**config.mk**
```make
export PLATFORM = sky130hd
export DESIGN_NAME = gn2d_corner_addr
export DESIGN_NICKNAME = d
export VERILOG_FILES = /design/src/gn2d_pkg.sv /design/src/gn2d_corner_addr.sv
export SDC_FILE = /design/constraint.sdc
export NUM_CORES = 1
export LEC_CHECK = 0
export ABC_AREA = 0
export BUFFER_PORTS_ARGS = -buffer_cell sky130_fd_sc_hd__buf_2
export CORE_ASPECT_RATIO = 2
export CORE_MARGIN = 4
export CORE_UTILIZATION = 40
export DETAILED_ROUTE_END_ITERATION = 8
export PLACE_DENSITY = 0.7
export SLEW_MARGIN = 25
export SYNTH_ARGS = -nofsm -noshare
export SYNTH_HDL_FRONTEND = slang
export SYNTH_SLANG_ARGS = --single-unit
export TNS_END_PERCENT = 30
```
**constraint.sdc**
```tcl
create_clock -name vclk -period 16.46
set_clock_uncertainty 0.15 [all_clocks]
set_input_delay 0 -clock vclk [all_inputs]
set_output_delay 0 -clock vclk [all_outputs]
set_load 0.03 [all_outputs]
```
**src/gn2d_pkg.sv**
```systemverilog
package gn2d_pkg;

   // default build-time sizes
   localparam int DEFAULT_MAX_GRID_SIDE = 64;
   localparam int DEFAULT_FRACTION_BITS = 8;

   // request and response field widths
   localparam int INDEX_W = 12;
   localparam int GRAD_W  = 16;
   localparam int POINT_W = 14;
   localparam int NOISE_W = 16;
   localparam int ENTRY_W = 2 * GRAD_W;

   // request tdata layout, lowest field first
   localparam int IDX_LSB    = 0;
   localparam int GX_LSB     = IDX_LSB + INDEX_W;
   localparam int GY_LSB     = GX_LSB + GRAD_W;
   localparam int PX_LSB     = GY_LSB + GRAD_W;
   localparam int PY_LSB     = PX_LSB + POINT_W;
   localparam int REQ_DATA_W = PY_LSB + POINT_W;

   // configuration registers
   localparam int SIZE_W            = 7;
   localparam int CSR_INDEX_W       = 1;
   localparam logic [SIZE_W-1:0] SIZE_RESET = 7'd64;

   typedef enum logic {
      OP_WRITE  = 1'b0,
      OP_SAMPLE = 1'b1
   } op_type;

   typedef enum logic [CSR_INDEX_W-1:0] {
      CSR_GRID_WIDTH  = 1'b0,
      CSR_GRID_HEIGHT = 1'b1
   } csr_index_type;

   // pipeline control handed to the interpolation datapath
   typedef struct packed {
      logic advance;
      logic sample;
   } pipe_ctrl_type;

endpackage

```
**src/gn2d_corner_addr.sv**
```systemverilog
module gn2d_corner_addr #(
   parameter int MAX_GRID_SIDE = 64,
   parameter int FRACTION_BITS = 8,
   parameter int AW            = 12,
   parameter int CW            = 6,
   parameter int SW            = 7
) (
   input  logic [gn2d_pkg::SIZE_W-1:0]   grid_width,
   input  logic [gn2d_pkg::SIZE_W-1:0]   grid_height,
   input  logic [gn2d_pkg::POINT_W-1:0]  point_x,
   input  logic [gn2d_pkg::POINT_W-1:0]  point_y,
   output logic [3:0][AW-1:0]            corner_addr,
   output logic [FRACTION_BITS-1:0]      frac_x,
   output logic [FRACTION_BITS-1:0]      frac_y
);
   import gn2d_pkg::*;

   localparam int PW = CW + SW;

   // zero acts as one, oversize clamps to the table side
   function automatic logic [SW-1:0] eff_size(input logic [SIZE_W-1:0] raw);
      logic [SW-1:0] size;
      if (raw == '0) begin
         size = SW'(1);
      end else if (32'(raw) > 32'(MAX_GRID_SIDE)) begin
         size = SW'(MAX_GRID_SIDE);
      end else begin
         size = SW'(raw);
      end
      return size;
   endfunction

   logic [SW-1:0] size_x, size_y;
   logic [31:0]   px_wide, py_wide, cell_x, cell_y, x0_inc, y0_inc;
   logic [CW-1:0] x0, x1, y0, y1;
   logic [PW-1:0] row0_base, row1_base;

   // split point into cell and fraction
   assign size_x  = eff_size(grid_width);
   assign size_y  = eff_size(grid_height);
   assign px_wide = 32'(point_x);
   assign py_wide = 32'(point_y);
   assign cell_x  = px_wide >> FRACTION_BITS;
   assign cell_y  = py_wide >> FRACTION_BITS;
   assign frac_x  = px_wide[FRACTION_BITS-1:0];
   assign frac_y  = py_wide[FRACTION_BITS-1:0];

   // corners at or past the edge wrap to zero
   assign x0     = (cell_x >= 32'(size_x)) ? '0 : CW'(cell_x);
   assign y0     = (cell_y >= 32'(size_y)) ? '0 : CW'(cell_y);
   assign x0_inc = 32'(x0) + 32'd1;
   assign y0_inc = 32'(y0) + 32'd1;
   assign x1     = (x0_inc >= 32'(size_x)) ? '0 : CW'(x0_inc);
   assign y1     = (y0_inc >= 32'(size_y)) ? '0 : CW'(y0_inc);

   // row times stride plus column
   assign row0_base      = PW'(y0) * PW'(size_x);
   assign row1_base      = PW'(y1) * PW'(size_x);
   assign corner_addr[0] = AW'(row0_base + PW'(x0));
   assign corner_addr[1] = AW'(row0_base + PW'(x1));
   assign corner_addr[2] = AW'(row1_base + PW'(x0));
   assign corner_addr[3] = AW'(row1_base + PW'(x1));

endmodule

```
Word-level counts from Yosys, hierarchy flattened --
Index checks and enable logic that the tools add are counted.
Cells by class: add/subtract/negate cells 6, muxes and demuxes 8, multiply operators 2, reduce and logical (&&, ||, !) cells 2, magnitude comparators 6
Operators by type and width (count):
- 12-bit by 6-bit adder with 12-bit output | 4
- 7-bit 2-to-1 mux | 4
- 6-bit by 7-bit multiplier with 12-bit output | 2
- 6-bit 2-to-1 mux | 4
- 6-bit by 1-bit adder with 7-bit output, second input constant | 2
- 6-bit by 7-bit >= comparator with 1-bit output | 2
- 7-bit >= comparator | 2
- 7-bit > comparator, second input constant | 2
- 7-bit logical NOT | 2
Word-level totals: word-level logic and storage cells 24, input port bits 42, register bits after elaboration 0, output and inout bits 64

Longest topological paths before layout --
Gate-level depths: netlist (run 1).
word-level depth 10, mapped depth 33, depth with buffers taken out 33

Worst setup path after synthesis (run 1) --
No wires, ideal clock.
kind input port to output port, from in grid_height[5] in the netlist's numbering, to out corner_addr[47] in the netlist's numbering, path slack 9.153 ns, cell stages on the path 31, arrival 7.157 ns, path through nor3_1 a21oi_1 nor2_1 ha_1 nor2b_1 o21ai_0 a21oi_1 nand2_1 inv_1 ha_1 nand3_1 xnor2_1 and2_1 ha_1 and3_1 a221o_1 a31oi_4 clkbuf_1 nand3_1 fa_1 fa_1 fa_1 inv_1 ha_1 xnor2_1 ha_1 inv_1 o21ai_0 nand2_1 nor4_2 xor2_1
RTL lines:
- from (decl) | line gn2d_corner_addr.sv:9 | input logic [gn2d_pkg::SIZE_W-1:0] grid_height,
- to (decl) | line gn2d_corner_addr.sv:12 | output logic [3:0][AW-1:0] corner_addr,

==> results of run 1 <==
-- power by group through the flow --
stage                      Clock (W)  Sequential, W  Combinational (W)
global route        0.00000000000813              0           0.000565
global placement                   0              0           0.000506
finish              0.00000000000812              0           0.000514
floorplan                          0              0           0.000396
CTS                                0              0           0.000519
detailed placement                 0              0           0.000508
-- final timing paths --
path / slack, ns / to / depth (start not counted) / start
max: 8.44 / corner_addr[34] / 34 / grid_height[5]
min: 0.52 / frac_y[2] / 1 / point_y[2]
-- stage by stage --
stage / setup WS (ns) / hold slack, ns / utilization (%)
3_5_place_dp: 8.48 / -0.150 / 44.1
5_1_grt: 7.69 / 0.521 / 45.4
3_3_place_gp: 8.59 / -0.150 / 44.1
6_report: 8.44 / 0.517 / 45.4
2_1_floorplan: 9.15 / -0.0183 / -
4_1_cts: 8.46 / 0.518 / 45.4
-- kinds of logic after synthesis --
group	synth area share [%]
adders and majority gates	40.9
AOI/OAI and AO/OA	14.1
muxes	0.227
and+or+nand+nor	23.3
buffers and inverters	10.7
xor gates and xnor gates	10.7
-- per-layer routing --
metal	vias to the layer above	wire length, um
met4	0	413
met1	2207	4600
met2	120	7420
li1	2312	-
met5	-	0
met3	30	396
-- what timing repair did --
| item | 4_1_cts | 5_1_grt |
|---|---|---|
| hold endpoints to repair | 16 | 0 |
| resized for setup | 0 | 0 |
| hold buffers | 16 | 0 |
-- final cells by class --
cell class                 instances  area share (%)
multi-input combinational        532            80.1
timing repair buffer              92            9.84
inverter                          99            6.71
tap                              147            3.32
antenna                            1          0.0452
-- placed cells by master (no fill, tap or decap), types with 27 or more instances in the layout --
cell | Yosys | final
inv_1 | 96 | 96
xnor2_1 | 40 | 40
ha_1 | 92 | 92
buf_2 | 0 | 74
nand3_1 | 35 | 35
a21oi_1 | 30 | 30
fa_1 | 44 | 44
nand2_1 | 43 | 43
nor2_1 | 79 | 79
o21ai_0 | 27 | 27
==> results.ini, run 1 <==
[run_status]
status = complete, no violations

[setup_path]
worst_setup_path_end_kind = output port
worstPathArrival_ns = 7.87
crit_fanout = 28
path_class = in -> out
slowest_delay_ns = 0.56
cp_common_cell = ha_1
critPathTopFamily = adder cells
start_kind = primary input
slowest_stage = fa_1
cp.required_ns = 16.31
crit_buf_inv = 6

[synth]
syn_nets = 836
synth_top_area_share_pct = 23.2
ys_types = 57
yosys_warnings = 0
synth.cell_area_sq_mm = 0.00497
yosysTopAreaCell = ha_1
synth_most_common_cell = inv_1
ys_top_cells_by_count = inv_1 (96), ha_1 (92), nor2_1 (79), fa_1 (44), nand2_1 (43)
avgSynthCellArea_sq_um = 7.55
synthTopCellsByArea = ha_1 (23%), fa_1 (18%), inv_1 (7.2%)
synthCells = 658
ys_seq_area_share_pct = 0

[finish]
final_cells = 871
multi_input_area_sq_mm = 0.00444
fin_area_sq_mm = 0.00554
drive_above_1_share_pct = 13.8
fillers = 1241
seqCellArea_sq_um = 0
area_delta_synth_final_pct = 11.5
fin_nets = 903
nFlopsAndLatches = 0
num-clock-buffers = 0

[timing]
tightest_slew_ns = 0.776
rsz0062_at_grt = false
setup_tns_ns = 0
finalSetupViolCount = 0
min_period_ns = 8.02
relSlewSlack_pct = 47.8
hold_viol = 0
max_clock_freq_ghz = 0.125
final_max_slew_viol_count = 0
finalCritPeriodShare_pct = 48.7

[floorplanning]
initial_core_util_pct = 40.8
ios = 106
fp-row-count = 57
coreArea_sq_mm = 0.0122
die_w_um = 86.8
die-area_sq_mm = 0.0144
die_h_um = 166

[global_route]
grt_max_degree = 29
grt.total_usage_pct = 18.0
overflow = 0
grt.busiest_layer = met2
met1_usage_pct = 19.4
met3_usage_pct = 0.696
gr-usage-met2_pct = 36.0
grt_pass1_wl_mm = 21.9
antenna_found_initial = 1
grt_pass1_vias = 4962

[power]
switching_share_pct = 65.8
ir_drop_mv = 0.105
p_switching_w = 0.000338
powerDensity_mw_per_mm2 = 92.8
leakagePower_nw = 2.89
total_power_w = 0.000514
clockPowerShare_pct = 0
p_int_w = 0.000176
pwr-share-comb_pct = 100.0
p_seq_share_pct = 0

[placed_design]
dp.cells = 854
dpl.hpwl_mm = 11.2
port_buffers = 74
gp_congestion = 0.866
placed_area_sq_mm = 0.00538

[detailed_routing]
route.detailed.drc = 0
viasPerCell = 5.36
via_count = 4669
wl_per_cell_um = 14.7
drtPass1Iterations = 5
drt_iter0_drc = 190
ant_nets = 0
routed_wirelength_mm = 12.8

[clock_network]
cts_setup_buffers = 0

[hold_path]
hold_class = in -> out

[job]
cap_viol_max_count = 0

(Power assumes the default switching activity.)
==> run 2: changes to the inputs <==
- clock period: 16.46 -> 7.7 ns (I/O delays scaled with it)
==> run 2 against run 1 <==
Against the previous run: first-iteration DRC count increased by 7.4%; power increased by 120%; wire length increased by 3.3%; flip-flop and latch count unchanged; cell count increased by 2.0%; clock-buffer cell count unchanged; die area unchanged; utilization increased by 1.7 points; global-route usage increased by 0.21 points; critical path depth increased by 1; cell area increased by 3.7%; setup slack got worse by 8.1 ns; critical path type unchanged.
==> results.ini, run 2 (synthesis gave the netlist of run 1 again) <==
[detailed_routing]
ant_nets = 0
drtPass1Iterations = 4
met1_length_mm = 4.54
wl_met2_mm = 7.87
via_count = 4763
wl_per_cell_um = 14.9
dr.max_layer_used = met4
route.detailed.drc = 0
routed_wirelength_mm = 13.2
wl_met3_um = 552
drt_iter0_drc = 204
viasPerCell = 5.36

[setup_path]
cp.required_ns = 7.55
slowest_delay_ns = 0.54
endpoint = corner_addr[47]
worstPathArrival_ns = 7.22
start_kind = primary input
slowest_stage = fa_1
crit_fanout = 18
path_class = in -> out
cp-startpoint = grid_height[5]
worst_setup_path_end_kind = output port

[global_route]
grt_max_degree = 23
grt_pass1_wl_mm = 22.1
antenna_found_initial = 0
grt_pass1_vias = 4942
grt.total_usage_pct = 18.3
overflow = 0

[placed_design]
dpl.hpwl_mm = 11.3
placed_area_sq_mm = 0.00546
port_buffers = 74
dp.cells = 865
place_ws_ns = 0.0779
gp_congestion = 0.852

[finish]
final_common_cell = inv_1
final_cells = 888
drive_above_1_share_pct = 17.8
fin_nets = 921
nFlopsAndLatches = 0
final_cell_mix = inv_1 (94), ha_1 (90), nor2_1 (74), buf_2 (74), fa_1 (44)
num-clock-buffers = 0
area_delta_synth_final_pct = 15.6
seqCellArea_sq_um = 0
fin_area_sq_mm = 0.00575
fillers = 1240
antenna_cells = 0

[power]
powerDensity_mw_per_mm2 = 201
ir_drop_mv = 0.255
total_power_w = 0.00115
leakagePower_nw = 2.99

[run_status]
status = complete, no violations

[floorplanning]
coreArea_sq_mm = 0.0122
die_h_um = 166
die_w_um = 86.8
initial_core_util_pct = 40.8
fp-row-count = 57
ios = 106
die-area_sq_mm = 0.0144

[timing]
setup_tns_ns = 0
max_clock_freq_ghz = 0.136
final_max_slew_viol_count = 0
finalCritPeriodShare_pct = 95.7
min_period_ns = 7.37
relSlewSlack_pct = 55.9
finalSetupViolCount = 0
worst_slack_ns = 0.331
hold_viol = 0
tightest_slew_ns = 0.656

[hold_path]
hold_class = in -> out
min_path_cells = 1

[job]
cap_viol_max_count = 0

## run 2: routing by layer
layer	vias up	track usage (%)
met1	2249	19.1
met4	0	3.93
met3	28	1.34
met2	140	37.2
li1	2346	-
met5	-	0
## run 2: worst min path at each step
stage                          start        end
after floorplan           point_x[0]  frac_x[0]
after CTS                 point_x[3]  frac_x[3]
after global routing      point_x[3]  frac_x[3]
final                     point_y[2]  frac_y[2]
after detailed placement  point_x[1]  frac_x[1]
after global placement    point_x[1]  frac_x[1]
## run 2: cell type report
| cell class | instances | area, sq um | share of cell area [%] |
|---|---|---|---|
| multi-input cells | 532 | 4500 | 78.3 |
| repair buffers | 110 | 693 | 12.1 |
| inverters | 99 | 372 | 6.47 |
| well taps | 147 | 184 | 3.20 |
## run 2: report_power, final
group          switching [W]  internal, W  leakage, nW
Clock                      0            0            0
Sequential                 0            0            0
Combinational       0.000744     0.000409         2.99
Total               0.000744     0.000409         2.99
## run 2: critical path: cells and delay by family
family,cells,cell delay (ns)
compound gates,6,1.22
xor+xnor,3,0.49
fa+ha+maj,8,2.81
buf+inv,7,0.78
simple gates,11,1.89
## run 2: metrics by stage
stage / utilization [%] / hold slack [ns]
2_1_floorplan: - / -0.0183
3_3_place_gp: 44.8 / -0.150
3_5_place_dp: 44.8 / -0.150
4_1_cts: 46.1 / 0.518
5_1_grt: 47.1 / 0.521
6_report: 47.1 / 0.517
## run 2: timing repair
item | 4_1_cts | 5_1_grt
hold buffers | 16 | 0
endpoints found under the hold margin | 16 | 0
resized for setup | 0 | 18
buffers inserted | 0 | 7
setup endpoints to repair | 0 | 12
